==> config.mk <==
export PLATFORM = sky130hd
export DESIGN_NAME = front_back_push_queue_top
export DESIGN_NICKNAME = d
export VERILOG_FILES = /design/src/rtl/core/fbpq_pkg.sv /design/src/rtl/core/fbpq_cell.sv /design/src/rtl/core/fbpq_ctrl.sv /design/src/rtl/core/front_back_push_queue_top.sv
export SDC_FILE = /design/constraint.sdc
export NUM_CORES = 1
export LEC_CHECK = 0
export BUFFER_PORTS_ARGS = -buffer_cell sky130_fd_sc_hd__buf_4
export CAP_MARGIN = 5
export CORE_UTILIZATION = 40
export DETAILED_ROUTE_END_ITERATION = 8
export SETUP_SLACK_MARGIN = 0.5
export SKIP_CTS_REPAIR_TIMING = 1
export SLEW_MARGIN = 20
export SYNTH_ARGS = -nofsm -noshare
export SYNTH_HDL_FRONTEND = slang
export SYNTH_SLANG_ARGS = --single-unit
export TNS_END_PERCENT = 100
==> constraint.sdc <==
create_clock -name i_clk -period 5.6 [get_ports i_clk]
set_clock_uncertainty 0.15 [all_clocks]
set_input_delay 1.12 -clock i_clk [delete_from_list [all_inputs] [get_ports i_clk]]
set_output_delay 1.12 -clock i_clk [all_outputs]
set_load 0.02 [all_outputs]
==> src/rtl/core/fbpq_pkg.sv <==
package fbpq_pkg;

    localparam int DEPTH      = 16;
    localparam int DATA_WIDTH = 32;
    localparam int IN_W       = 32;
    // stored word: data_in is a 32-bit port, so never keep more than that
    localparam int WORD_W     = (DATA_WIDTH < IN_W) ? DATA_WIDTH : IN_W;
    localparam int CNT_W      = $clog2(DEPTH + 1);

    typedef enum logic [1:0] {
        CMD_PUSH_BACK  = 2'd0,
        CMD_PUSH_FRONT = 2'd1,
        CMD_POP        = 2'd2,
        CMD_FREEZE     = 2'd3
    } t_cmd;

    typedef enum logic [1:0] {
        ST_OK     = 2'd0,
        ST_FROZEN = 2'd1,
        ST_FULL   = 2'd2,
        ST_EMPTY  = 2'd3
    } t_status;

    // what the controller tells the row of cells this cycle
    typedef struct packed {
        logic             shift_back;   // push front: every word moves one place back
        logic             shift_front;  // pop: every word moves one place forward
        logic             load_back;    // push back: write at the fill position
        logic [CNT_W-1:0] fill;         // words held before this request
    } t_chain_op;

    typedef struct packed {
        logic shift_back;
        logic shift_front;
        logic load;
    } t_cell_op;

endpackage

==> src/rtl/core/fbpq_cell.sv <==
module fbpq_cell
    import fbpq_pkg::*;
(
    input  logic              i_clk,
    input  t_cell_op          i_op,
    input  logic [WORD_W-1:0] i_prev,
    input  logic [WORD_W-1:0] i_next,
    input  logic [WORD_W-1:0] i_data,
    output logic [WORD_W-1:0] o_word
);

    logic [WORD_W-1:0] r_word;
    logic [WORD_W-1:0] n_word;

    always_comb begin
        n_word = r_word;
        if (i_op.shift_back) begin
            n_word = i_prev;
        end else if (i_op.shift_front) begin
            n_word = i_next;
        end else if (i_op.load) begin
            n_word = i_data;
        end
    end

    always_ff @(posedge i_clk) begin
        r_word <= n_word;
    end

    assign o_word = r_word;

endmodule

==> src/rtl/core/fbpq_ctrl.sv <==
module fbpq_ctrl
    import fbpq_pkg::*;
(
    input  logic              i_clk,
    input  logic              i_rst_n,
    input  logic              i_req,
    input  logic [1:0]        i_cmd,
    input  logic [WORD_W-1:0] i_front,
    output t_chain_op         o_op,
    output logic              o_done,
    output logic [1:0]        o_status,
    output logic [IN_W-1:0]   o_data_out,
    output logic [4:0]        o_count,
    output logic              o_is_empty
);

    logic [CNT_W-1:0] r_count;
    logic [CNT_W-1:0] n_count;
    logic             r_frozen;
    logic             n_frozen;

    logic             r_done;
    t_status          r_status;
    t_status          n_status;
    logic [IN_W-1:0]  r_data;
    logic [IN_W-1:0]  n_data;
    logic [CNT_W-1:0] r_res_count;

    t_cmd             w_cmd;

    assign w_cmd = t_cmd'(i_cmd);

    always_comb begin
        n_count       = r_count;
        n_frozen      = r_frozen;
        n_status      = ST_OK;
        n_data        = '0;
        o_op          = '0;
        o_op.fill     = r_count;
        case (w_cmd)
            CMD_PUSH_BACK, CMD_PUSH_FRONT: begin
                if (r_frozen) begin
                    n_status = ST_FROZEN;
                end else if (r_count == CNT_W'(DEPTH)) begin
                    n_status = ST_FULL;
                end else begin
                    n_count = r_count + 1'b1;
                    if (w_cmd == CMD_PUSH_BACK) begin
                        o_op.load_back = i_req;
                    end else begin
                        o_op.shift_back = i_req;
                    end
                end
            end
            CMD_POP: begin
                if (r_frozen) begin
                    n_status = ST_FROZEN;
                end else if (r_count == '0) begin
                    n_status = ST_EMPTY;
                end else begin
                    n_count          = r_count - 1'b1;
                    n_data           = IN_W'(i_front);
                    o_op.shift_front = i_req;
                end
            end
            default: begin
                // freeze: drop everything, refuse all later pushes and pops
                n_count  = '0;
                n_frozen = 1'b1;
            end
        endcase
    end

    always_ff @(posedge i_clk) begin
        if (!i_rst_n) begin
            r_count  <= '0;
            r_frozen <= 1'b0;
            r_done   <= 1'b0;
        end else begin
            r_done <= i_req;
            if (i_req) begin
                r_count  <= n_count;
                r_frozen <= n_frozen;
            end
        end
        if (i_req) begin
            r_status    <= n_status;
            r_data      <= n_data;
            r_res_count <= n_count;
        end
    end

    assign o_done     = r_done;
    assign o_status   = r_status;
    assign o_data_out = r_data;
    assign o_count    = 5'(r_res_count);
    assign o_is_empty = (r_res_count == '0);

endmodule

==> src/rtl/core/front_back_push_queue_top.sv <==
// Bounded queue of up to DEPTH words that takes one request per clock: push at
// the back, push at the front, pop from the front, or freeze (drop all words
// and refuse every later push and pop until reset). busy stays low, so a
// request can be issued every cycle. Each request gives exactly one result,
// shown on the o_ ports in the cycle after the request, with o_done high;
// it cannot be held off and must be captured then. The words live in a row
// of cells that all move together: a front push shifts the row back, a pop
// shifts it forward, a back push writes the cell at the fill level. A pop on
// an empty, unfrozen queue returns zero with empty status; a push on a full
// queue is refused with full status.
module front_back_push_queue_top
    import fbpq_pkg::*;
(
    input  logic              i_clk,
    input  logic              i_rst_n,
    input  logic              start,
    output logic              busy,
    input  logic [1:0]        i_cmd,
    input  logic [IN_W-1:0]   i_data_in,
    output logic              o_done,
    output logic [1:0]        o_status,
    output logic [IN_W-1:0]   o_data_out,
    output logic [4:0]        o_count,
    output logic              o_is_empty
);

    logic              w_req;
    t_chain_op         w_op;
    logic [WORD_W-1:0] w_data;
    logic [WORD_W-1:0] w_word [DEPTH];

    assign busy   = 1'b0;
    assign w_req  = start && !busy;
    assign w_data = WORD_W'(i_data_in);

    fbpq_ctrl u_ctrl (
        .i_clk      (i_clk),
        .i_rst_n    (i_rst_n),
        .i_req      (w_req),
        .i_cmd      (i_cmd),
        .i_front    (w_word[0]),
        .o_op       (w_op),
        .o_done     (o_done),
        .o_status   (o_status),
        .o_data_out (o_data_out),
        .o_count    (o_count),
        .o_is_empty (o_is_empty)
    );

    for (genvar gi = 0; gi < DEPTH; gi++) begin : g_cell
        t_cell_op          w_cell_op;
        logic [WORD_W-1:0] w_prev;
        logic [WORD_W-1:0] w_next;

        assign w_cell_op.shift_back  = w_op.shift_back;
        assign w_cell_op.shift_front = w_op.shift_front;
        assign w_cell_op.load        = w_op.load_back && (w_op.fill == CNT_W'(gi));

        if (gi == 0) begin : g_first
            assign w_prev = w_data;
        end else begin : g_mid
            assign w_prev = w_word[gi-1];
        end

        if (gi == DEPTH - 1) begin : g_last
            assign w_next = w_word[gi];
        end else begin : g_inner
            assign w_next = w_word[gi+1];
        end

        fbpq_cell u_cell (
            .i_clk  (i_clk),
            .i_op   (w_cell_op),
            .i_prev (w_prev),
            .i_next (w_next),
            .i_data (w_data),
            .o_word (w_word[gi])
        );
    end

endmodule
# Word-level counts from Yosys, hierarchy flattened
# Index checks and enable logic that the tools add are counted.
# word_totals
wordCells	154
register_bits	558
inputBits	37
# op_classes
addsub	2
muxes	69
reduce_logical	40
bitwise_logic	2
n_eq_ne	19
# ops
cell	count
32-bit two-way mux	48
3-bit nonzero test	15
5-bit by 4-bit equality test with 1-bit output (second input constant)	8
5-bit by 3-bit equality test with 1-bit output (second input constant)	4
5-bit two-way mux	4
1-bit logical AND	16
1-bit two-way mux	11
5-bit by 2-bit equality test with 1-bit output (second input constant)	2
5-bit zero test	2
5-bit one-hot mux with 2 select lines	1
2-bit two-way mux	4
3-bit OR reduction	2
5-bit by 1-bit adder with 5-bit output (second input constant)	1
5-bit by 1-bit equality test with 1-bit output (second input constant)	1
5-bit equality test (second input constant)	1
5-bit by 1-bit subtractor with 5-bit output (second input constant)	1
2-bit one-hot mux with 2 select lines	1
2-bit AND reduction	2
2-bit by 1-bit equality test with 1-bit output (second input constant)	1
2-bit equality test (second input constant)	1
2-bit zero test	1
2-bit by 1-bit != test with 1-bit output (second input constant)	1
1-bit inverter	2
2-bit nonzero test	1
2-bit OR reduction	1

# Depth between registers and ports, before layout
# Gate-level depths: netlist of the first run.
# logic_depth
depth_word	9
depth_mapped	10

# Modules after synthesis
# Synthesis of the first run repeated with hierarchy kept, for this count alone.
# unflattened
cells_unflattened	2432
area_unflattened_um2	28982.8
# modules_own_cells
mod	area_each_um2	cells_each	seq_area_each_um2	instances
fbpq_cell	1672.9	140	960.9	16
fbpq_ctrl	2074.5	167	1311.3	1
front_back_push_queue_top	142.6	25	0.0	1

# Worst setup path before layout of the first run
# OpenSTA, ideal clock, no wires.
# synth_timing
path_type	in2reg
startpoint	input port i_cmd[1]
endpoint	register g_cell[5].u_cell.r_word[0], enable pin
path_stages	5
slack_ps	580
arrival_ps	4405
t_required_ps	4984
setup_ps	466
cell_sequence	buf_2 > clkbuf_1 > nor4_1 > nand2_1 > o21ai_0
# synth_via
elab_chain_cells	7
# synth_lines
element	line	text
start: declaration	front_back_push_queue_top.sv:18	input logic [1:0] i_cmd,
2-bit zero test	fbpq_ctrl.sv:40, fbpq_ctrl.sv:48	
1-bit two-way mux	fbpq_ctrl.sv:48	if (w_cmd == CMD_PUSH_BACK) begin
1-bit two-way mux	fbpq_ctrl.sv:44	end else if (r_count == CNT_W'(DEPTH)) begin
1-bit two-way mux	fbpq_ctrl.sv:42	if (r_frozen) begin
1-bit two-way mux	fbpq_ctrl.sv:40	case (w_cmd)
1-bit logical AND	front_back_push_queue_top.sv:57	assign w_cell_op.load = w_op.load_back && (w_op.fill == CNT_W'(gi));
3-bit nonzero test (no line) *	--	
end signal: assignment	fbpq_cell.sv:27	r_word <= n_word;
end: declaration	fbpq_cell.sv:12	logic [WORD_W-1:0] r_word;
# Every way passes the cells marked *; elsewhere a longest branch is shown, timed or not.
# A chain may end at the register's enable or synchronous reset.

# Final worst setup path of the first run
# layout_timing
startpoint	register u_ctrl.r_count[0]
endpoint	register g_cell[3].u_cell.r_word[31], data pin
# layout_via
elab_chain_cells	6
# layout_lines
element	line	text
start: declaration	fbpq_ctrl.sv:17	logic [CNT_W-1:0] r_count;
start signal: assignment	fbpq_ctrl.sv:82	r_count <= n_count;
5-bit zero test	fbpq_ctrl.sv:58	end else if (r_count == '0) begin
1-bit two-way mux	fbpq_ctrl.sv:58	
1-bit two-way mux	fbpq_ctrl.sv:56	if (r_frozen) begin
1-bit two-way mux	fbpq_ctrl.sv:40	
32-bit two-way mux	fbpq_cell.sv:19	end else if (i_op.shift_front) begin
32-bit two-way mux *	fbpq_cell.sv:17	if (i_op.shift_back) begin
named net g_cell[3].u_cell.n_word[31]	fbpq_cell.sv:13	logic [WORD_W-1:0] n_word;
end signal: assignment	fbpq_cell.sv:27	
end: declaration	fbpq_cell.sv:12	
# Mark *: on every way through the listed nets, which the timed path passes. The rest lies on a longest branch.

==> reports/metrics.yaml, run 1 <==
cts:
  clock_latency_ns: 0.63
  clock_sinks: 558
  root_buffer: "clkbuf_16"
  clockBufferDepth: 3
  cts_tree: "done"
  cts_buffers: 58
  cts_htree_levels: 2
  clkSlewWorstSetupHoldPaths_ns: 0.06
worst_setup_path:
  crit_type: "reg -> reg"
  cp.required_ns: 5.93
  crit_path_end: "g_cell[3].u_cell.o_word[31]"
  r2r-end: "g_cell[3].u_cell.o_word[31]"
  critPathLaunchType: "flip-flop"
  timing.rr.start: "u_ctrl.r_count[0]"
  rr_worst_depth: 7
  r2r_slack_ns: 2.03
  crit_path_start: "u_ctrl.r_count[0]"
  critPathMaxFanout: 48
  worstSetupEndpointType: "flip-flop"
  cp.arrival_ns: 3.90
sta:
  setup_violations: 0
  drv_slew: 0
  period_minus_slack_ns: 3.57
  hold_viol: 0
  relSlewSlack: 0.286
  worst_slack_ns: 2.03
  rsz0062_at_grt: "no"
  max_slew.worst_pin.slew_ns: 1.07
  tns_ns: 0
  fmax_ghz: 0.280
  period_share: 0.637
yosys:
  synth_common_cells: "edfxtp_1 (551), a221o_1 (448), nand2_1 (199)"
  synth_ff_type: "edfxtp_1"
  synthSimpleGateAreaFrac: 0.0637
  yosys.area.top_type: "edfxtp_1"
  synth_area_um2: 24300
  synth_nets: 1614
  synth_cells: 1571
  synthDistinctLibCells: 43
  synthXorXnorAreaFrac: 0.00108
  yosysSeqAreaShare: 0.686
  yosys-mux-area-fraction: 0.000823
  async_flop_share: 0
  synth_edf_count: 551
  synth_fa_ha_area_frac: 0.00309
  synth.most_common_cell: "edfxtp_1"
  synth_compound_area_frac: 0.194
  synthTopCellsByArea: "edfxtp_1 (68%), a221o_1 (18%), nand2_1 (3.1%)"
  yosysTopAreaCellShare: 0.681
  yosys_register_bits: 558
  synth.avg_cell_area_um2: 15.5
  synth_top_family_by_area: "compound AO/OA/AOI/OAI gates"
  ys_warn_count: 0
power:
  p_total_mw: 9.94
  powerDensity_nw_per_um2: 368
  seq_power_share: 0.515
  p_switching_mw: 2.39
  pwr-share-comb: 0.098
  ir_drop_mv: 0.236
  p_int_mw: 7.55
  power_leakage_nw: 9.26
  power_frac_clock: 0.387
  switching_share: 0.241
global_route:
  grt_pass1_vias: 14400
  antenna_found_initial: 0
  grt-ovfl-total: 0
  grt_pass1_wl_mm: 90.3
  grt_max_degree: 154
  track_usage: 0.188
die:
  ios: 79
  start_util: 0.404
  rows: 90
  dieArea_um2: 61800
  core-area_um2: 60200
  die_y_um: 249
  die_w_um: 249
final_layout:
  nets: 1584
  fillCellCount: 5241
  drive_gt1_frac: 0.152
  multi_input_area_um2: 6590
  regArea_um2: 16700
  diodes: 0
  fin_util: 0.448
  area_growth_pct: 11.0
routing:
  wl_mm: 59.3
  wl_per_cell_um: 25.1
  viasPerCell: 6.31
  drtIter0Drc: 2085
  num_vias: 14900
  drc: 0
  drt_pass1_iterations: 6
  final_antenna_net_count: 0
min_path:
  min_path_type: "reg -> reg"
place:
  dp_slack_ns: 1.46
  gp_congestion: 0.767
  detailed_place_hpwl_mm: 34.3
  io_buffer_count: 77
status:
  status: "completed"
flow_run:
  drv_cap: 0
cell usage in the layout (no fill, tap or decap), drive strengths merged, types with 2 or more instances in the layout:
cell    instances
a211oi          2
a21oi           6
a221o         448
a22o            2
a31oi           3
and2           33
and3           36
buf           107
bufinv          6
clkbuf         67
clkinv         25
dfxtp           7
edfxtp        551
ha              6
inv            12
mux2i           2
nand2         199
nand2b          4
nand3           4
nor2           13
nor2b           6
nor3            4
nor4            2
nor4b           2
o21ai          22
or4             2
xnor2           2
stage by stage:
step	instances	cell area, um^2	hold WS [ns]
2_1_floorplan	1571	24300	0.360
3_3_place_gp	2263	25100	0.374
3_5_place_dp	2263	25100	0.380
4_1_cts	2367	27000	0.396
5_1_grt	2367	27000	0.415
6_report	2367	27000	0.398
worst min path at each step:
stage	from	end	slack, ns	cells after the start
CTS	g_cell[0].u_cell.o_word[6]	u_ctrl.o_data_out[6]	0.40	1
global placement	g_cell[1].u_cell.o_word[3]	g_cell[0].u_cell.o_word[3]	0.37	2
floorplan	g_cell[14].u_cell.o_word[0]	g_cell[15].u_cell.o_word[0]	0.36	2
finish	g_cell[14].u_cell.o_word[9]	g_cell[15].u_cell.o_word[9]	0.40	2
global route	g_cell[15].u_cell.o_word[15]	g_cell[14].u_cell.o_word[15]	0.41	1
detailed placement	g_cell[14].u_cell.o_word[25]	g_cell[15].u_cell.o_word[25]	0.38	2
final cells by class:
cell class | count | share of cell area
sequential | 558 | 0.618
multi-input combinational | 809 | 0.244
clock buffer | 67 | 0.0558
tap | 782 | 0.0363
timing repair buffer | 107 | 0.0312
clock inverter | 37 | 0.0130
inverter | 7 | 0.000974
power by group through the flow:
stage               Combinational [mW]  Sequential, mW  Clock (mW)
detailed placement               0.964            5.20           0
global route                      1.05            5.15        4.07
CTS                              0.972            5.12        3.92
floorplan                        0.701            5.18           0
global placement                 0.940            5.20           0
finish                           0.970            5.12        3.85
layer usage:
metal	part of all wire	wire length, um	up-vias	GRT usage
met1	0.47	27600	7656	0.289
met5	0	0	-	0
li1	-	-	6550	-
met3	0.071	4190	82	0.0326
met2	0.44	26200	640	0.273
met4	0.021	1270	0	0.0493
flip-flops by register name, summed over array words and instances, names as in the netlist:
name / flops
u_ctrl.o_status: 2
g_cell.u_cell.o_word: 512
u_ctrl.o_data_out: 32
u_ctrl.r_frozen: 1
u_ctrl.r_count: 5
u_ctrl.o_done: 1
u_ctrl.o_count: 5
critical path: stages (launching register included):
cell and delay (ns):
dfxtp_1 0.37, inv_1 0.17, ha_1 0.28, nor4b_4 0.50
or3_2 0.49, buf_4 0.65, and3_1 0.62, a221o_1 0.20
logic make-up after synthesis:
family / count (synthesis)
buf+inv: 204
compound gates: 489
mux: 2
other cells: 1
flops: 558
simple gates: 308
fa+ha+maj: 6
xor+xnor: 3
Power figures use the tool's default switching activity.
==> run 2, diff against run 1 <==
Clock period 5.6 ns to 3.2 ns, I/O delays scaled along.
==> run 2 against run 1 <==
  * Total power increased by 68%
  * Sequential power increased by 75%
  * Die area unchanged
  * Flip-flop and latch count unchanged
  * Global-route usage increased by 0.41 points
  * Via count is 1.5% higher
  * Routed wire length up 1.5%
  * Non-clock buffer count grew 18
  * Highest routed layer unchanged
==> reports/metrics.yaml, run 2 (same netlist as run 1, synthesis figures left out) <==
place:
  io_buffer_count: 77  # unchanged
  gp_congestion: 0.761  # -0.87%
  detailed_place_hpwl_mm: 34.6  # +0.89%
cts:
  cts_htree_levels: 2  # unchanged
  clock_sinks: 558  # unchanged
  cts_buffers: 56  # -3.4%
  cts_tree: "done"
  clockBufferDepth: 3  # unchanged
  clkSlewWorstSetupHoldPaths_ns: 0.06  # about the same
  clock_latency_ns: 0.61  # -0.02 ns
  root_buffer: "clkbuf_16"
power:
  ir_drop_mv: 0.460  # +95%
  power_leakage_nw: 9.29  # +0.38%
  p_total_mw: 16.7  # +68%
  powerDensity_nw_per_um2: 617  # +67%
final_layout:
  regArea_um2: 16700  # about the same
  layout_commonest_cell: "edfxtp_1"
  multi_input_area_um2: 6650  # +0.78%
  area_growth_pct: 11.6
  nets: 1600  # +1.0%
  fillCellCount: 5180  # -1.2%
  largest_reg_flops: 512  # unchanged
  layout_common_cells: "edfxtp_1 (551), a221o_1 (448), nand2_1 (197)"
  drive_gt1_frac: 0.162  # +0.0101
  diodes: 0  # unchanged
status:
  status: "completed"
routing:
  viasPerCell: 6.37  # +1.0%
  final_antenna_net_count: 0  # unchanged
  wl_mm: 60.2  # +1.5%
  num_vias: 15200  # +1.5%
  drt_pass1_iterations: 6  # unchanged
  drc: 0  # unchanged
  wl_per_cell_um: 25.3  # +1.0%
  drtIter0Drc: 2194  # +5.2%
worst_setup_path:
  r2r_slack_ns: 0.59  # -1.44 ns
  critPathMaxFanout: 129  # +170%
  cp.required_ns: 3.41  # -2.52 ns
  timing.rr.start: "u_ctrl.r_count[0]"
  cp.arrival_ns: 2.82  # -1.08 ns
  crit_type: "reg -> reg"
  critPathLaunchType: "flip-flop"
  worstSetupEndpointType: "flip-flop"
  rr_worst_depth: 7  # unchanged
  r2r-end: "g_cell[13].u_cell.o_word[7]"
die:
  dieArea_um2: 61800  # unchanged
  ios: 79  # unchanged
  rows: 90  # unchanged
  start_util: 0.404  # unchanged
  die_y_um: 249  # unchanged
  core-area_um2: 60200  # unchanged
  die_w_um: 249  # unchanged
sta:
  hold_viol: 0  # unchanged
  period_minus_slack_ns: 2.61  # -0.957 ns
  max_slew.worst_pin.slew_ns: 0.839  # -0.229 ns
  relSlewSlack: 0.441  # +0.155
  period_share: 0.816  # +0.179
  fmax_ghz: 0.383  # +37%
  setup_violations: 0  # unchanged
  drv_slew: 0  # unchanged
  tns_ns: 0  # unchanged
  rsz0062_at_grt: "no"
min_path:
  min_path_type: "in -> reg"
  worstHoldStart: "i_rst_n"
  worstHoldEndpoint: "u_ctrl.r_count[2]"
  whs_path_depth: 2  # unchanged
global_route:
  grt-ovfl-total: 0  # unchanged
  grt_pass1_wl_mm: 92.2  # +2.1%
  antenna_found_initial: 0  # unchanged
  grt_max_degree: 161  # +4.5%
  track_usage: 0.192  # +0.00412
  grt_pass1_vias: 14300  # -0.85%
flow_run:
  drv_cap: 0  # unchanged
[run 2: cell types whose count changed in the layout (fill, tap and decap cells not counted), moves of 3 or more]
cell and change:
buf_12 +14, clkbuf_1 +6, and3_4 +3, and3_1 -7
and3_2 +4, bufinv_16 -6, clkbuf_16 -3, inv_6 -4
[run 2: worst max-delay path: stages, from the launching register on]
cell     delay, ns
dfxtp_2       0.35
inv_1         0.14
ha_1          0.26
nor4b_4       0.37
nor3_4        0.11
buf_4         0.18
buf_16        0.22
a221o_1       0.46
[run 2: cell type report]
cell class	count	area share
Clock buffer	70	0.0536
Multi-Input combinational cell	809	0.245
Clock inverter	28	0.00609
Timing Repair Buffer	125	0.0434
Inverter	7	0.000968
Sequential cell	558	0.615
Tap cell	782	0.0361
[run 2: worst max path at each step]
| stage | end | cells past startpoint | slack (ns) | startpoint |
|---|---|---|---|---|
| floorplan | g_cell[11].u_cell.o_word[0] | 5 | 0.22 | i_cmd[1] |
| global placement | g_cell[14].u_cell.o_word[0] | 6 | 0.36 | i_cmd[0] |
| detailed placement | g_cell[2].u_cell.o_word[19] | 8 | 0.32 | start |
| CTS | g_cell[1].u_cell.o_word[0] | 7 | 0.32 | u_ctrl.r_count[0] |
| global route | g_cell[5].u_cell.o_word[9] | 7 | 0.50 | u_ctrl.r_count[0] |
| finish | g_cell[13].u_cell.o_word[7] | 7 | 0.59 | u_ctrl.r_count[0] |
[run 2: per-stage QoR]
stage,cells,util,cell area (um^2),hold slack [ns],setup slack (ns)
4_1_cts,2378,0.449,27100,0.125,0.321
5_1_grt,2379,0.450,27100,0.144,0.501
3_5_place_dp,2280,0.423,25500,0.382,0.325
6_report,2379,0.450,27100,0.158,0.588
2_1_floorplan,1571,-,24500,0.360,0.220
3_3_place_gp,2280,0.423,25500,0.373,0.363
[run 2: where the power goes]
| part | leakage, nW | internal (mW) | total [mW] | switching [mW] |
|---|---|---|---|---|
| registers | 5.18 | 8.69 | 8.95 | 0.263 |
| logic | 3.31 | 0.721 | 1.79 | 1.07 |
| clock network | 0.795 | 3.21 | 5.99 | 2.78 |
| total | 9.29 | 12.6 | 16.7 | 4.11 |
[run 2: layer usage]
layer / share of wire / vias to the layer above / global-route usage / wire length (um)
li1: - / 6567 / - / -
met1: 0.46 / 7767 / 0.302 / 28000
met2: 0.44 / 745 / 0.273 / 26300
met3: 0.081 / 77 / 0.0332 / 4870
met4: 0.018 / 0 / 0.0488 / 1100
met5: 0 / - / 0 / 0
==> run 3, diff against run 2 <==
Clock period 3.2 ns to 2.2 ns, I/O delays scaled along.
==> run 3 against run 2 <==
  * Total power increased by 61%
  * Combinational power up 110%
  * Clock power increased by 72%
  * Highest routed layer unchanged
  * The flow now finishes with violations (hold timing, setup timing)
  * Design area is 15% higher
==> reports/metrics.yaml, run 3 (same netlist as run 1, synthesis figures left out) <==
die:
  start_util: 0.404  # unchanged
  rows: 90  # unchanged
  ios: 79  # unchanged
  dieArea_um2: 61800  # unchanged
  core-area_um2: 60200  # unchanged
  die_w_um: 249  # unchanged
  die_y_um: 249  # unchanged
worst_setup_path:
  cp.arrival_ns: 2.61  # -0.21 ns
  worstSetupEndpointType: "flip-flop"
  critPathMaxFanout: 14  # -89%
  cp.required_ns: 2.41  # -1.00 ns
  crit_slowest_cell: "or3_4"
  critPathLaunchType: "flip-flop"
  crit_chain: "inv_2 > ha_4 > nor4b_4 > or3_4 > clkbuf_16 > and3_4 > a221o_1"
  critPathMaxStageDelay_ns: 0.54  # +0.08 ns
  crit_type: "reg -> reg"
min_path:
  min_path_type: "in -> reg"
cts:
  root_buffer: "clkbuf_16"
  cts_tree: "done"
  clock_latency_ns: 0.63  # +0.02 ns
  cts_htree_levels: 2  # unchanged
  clockBufferDepth: 3  # unchanged
  clkSlewWorstSetupHoldPaths_ns: 0.07  # about the same
  clock_sinks: 558  # unchanged
  cts_buffers: 57  # +1.8%
final_layout:
  layout_commonest_cell: "edfxtp_1"
  layout_common_cells: "edfxtp_1 (551), a221o_1 (448), nand2_1 (189)"
  nets: 1828  # +14%
  drive_gt1_frac: 0.285  # +0.123
  area_growth_pct: 28.5
  largest_reg_flops: 512  # unchanged
  fin_util: 0.519  # +0.0682
  diodes: 0  # unchanged
sta:
  fmax_ghz: 0.416  # +8.6%
  rsz0062_at_grt: "yes"
  relSlewSlack: 0.652  # +0.211
  period_minus_slack_ns: 2.40  # -0.207 ns
  period_share: 1.09  # +0.277
  worst_slack_ns: -0.205  # -0.793 ns
  drv_slew: 0  # unchanged
  hold_viol: 9  # +9
  setup_violations: 778  # +778
  max_slew.worst_pin.slew_ns: 0.520  # -0.319 ns
  whs_ns: -0.0230  # -0.181 ns
place:
  gp_congestion: 0.775  # +1.9%
  dp_slack_ns: -0.218  # -0.543 ns
  io_buffer_count: 77  # unchanged
  detailed_place_hpwl_mm: 36.4  # +4.9%
power:
  power_frac_clock: 0.380  # +0.022
  powerDensity_nw_per_um2: 864  # +40%
  pwr-share-comb: 0.139  # +0.032
  ir_drop_mv: 0.681  # +48%
  p_total_mw: 27.0  # +61%
  seq_power_share: 0.481  # -0.054
  switching_share: 0.250  # +0.00426
  power_leakage_nw: 11.2  # +20%
  p_int_mw: 20.3  # +60%
  p_switching_mw: 6.75  # +64%
routing:
  num_vias: 17300  # +14%
  viasPerCell: 6.61  # +3.8%
  drtIter0Drc: 2486  # +13%
  drt_pass1_iterations: 5  # -1
  wl_mm: 77.8  # +29%
  wl_per_cell_um: 29.8  # +18%
  drc: 0  # unchanged
  final_antenna_net_count: 0  # unchanged
global_route:
  grt_pass1_vias: 15200  # +6.2%
  grt-ovfl-total: 0  # unchanged
  grt_max_degree: 83  # -48%
  antenna_found_initial: 0  # unchanged
  grt_pass1_wl_mm: 94.7  # +2.6%
  track_usage: 0.197  # +0.00489
status:
  violations: "hold timing, setup timing"
  status: "finished, violations left"
flow_run:
  drv_cap: 0  # unchanged
-- run 3: cell types whose count changed in the layout (fill, tap and decap cells not counted), sizes merged, moves of 2 or more --
cell / before / now
buf: 125 / 265
clkbuf: 70 / 116
and3: 36 / 62
dlygate4sd3: 0 / 11
bufinv: 0 / 8
clkinvlp: 0 / 4
clkinv: 27 / 25
inv: 8 / 10
-- run 3: path summary, 6_finish.rpt --
| check | startpoint | to | slack [ns] | depth (start not counted) |
|---|---|---|---|---|
| setup / recovery | u_ctrl.r_count[1] | g_cell[11].u_cell.o_word[27] | -0.20 | 7 |
| hold / removal | i_data_in[29] | g_cell[15].u_cell.o_word[29] | -0.02 | 3 |
| setup reg to reg | u_ctrl.r_count[1] | g_cell[11].u_cell.o_word[27] | -0.20 | 7 |
| hold reg to reg | g_cell[14].u_cell.o_word[29] | g_cell[15].u_cell.o_word[29] | 0.39 | 2 |
-- run 3: routing by layer --
layer | vias up | global-route usage | routed length [um]
met5 | - | 0 | 0
met4 | 0 | 0.0650 | 1910
met3 | 127 | 0.0322 | 8080
met2 | 1183 | 0.299 | 36100
met1 | 8851 | 0.288 | 31700
li1 | 7128 | - | -
-- run 3: power by group through the flow --
| stage | combinational (mW) | sequential (mW) | clock [mW] |
|---|---|---|---|
| after CTS | 2.88 | 13.0 | 10.3 |
| after floorplan | 1.91 | 13.1 | 0 |
| final | 3.75 | 13.0 | 10.3 |
| after global placement | 2.79 | 13.2 | 0 |
| after global routing | 3.91 | 13.1 | 10.8 |
| after detailed placement | 2.86 | 13.2 | 0 |
-- run 3: area by class of cell --
type / instances / area, um^2
fillers: 4762 / 29000
flip-flops and latches: 558 / 16700
multi-input cells: 836 / 7090
repair buffers: 325 / 4510
clock buffers: 67 / 1520
well taps: 782 / 978
clock inverters: 40 / 440
inverters: 7 / 26.3
-- run 3: critical path, delay by kind of cell (launching register included) --
family / cells / cell delay, ns
adder cells (fa/ha/maj): 1 / 0.16
AND/OR/NAND/NOR: 3 / 0.90
buffers and inverters: 2 / 0.30
flip-flops: 1 / 0.34
AO/OA/AOI/OAI: 1 / 0.28
-- run 3: per-stage QoR --
step	cell area, um^2	std cells	hold slack, ns	TNS (ns)
after CTS	28300	2458	-0.0642	-70.39
after detailed placement	26400	2351	0.381	-123.25
after global placement	26400	2351	0.380	-115.10
after floorplan	24800	1571	0.360	-180.10
after global routing	31200	2615	-0.0111	-127.84
final	31200	2615	-0.0230	-69.54
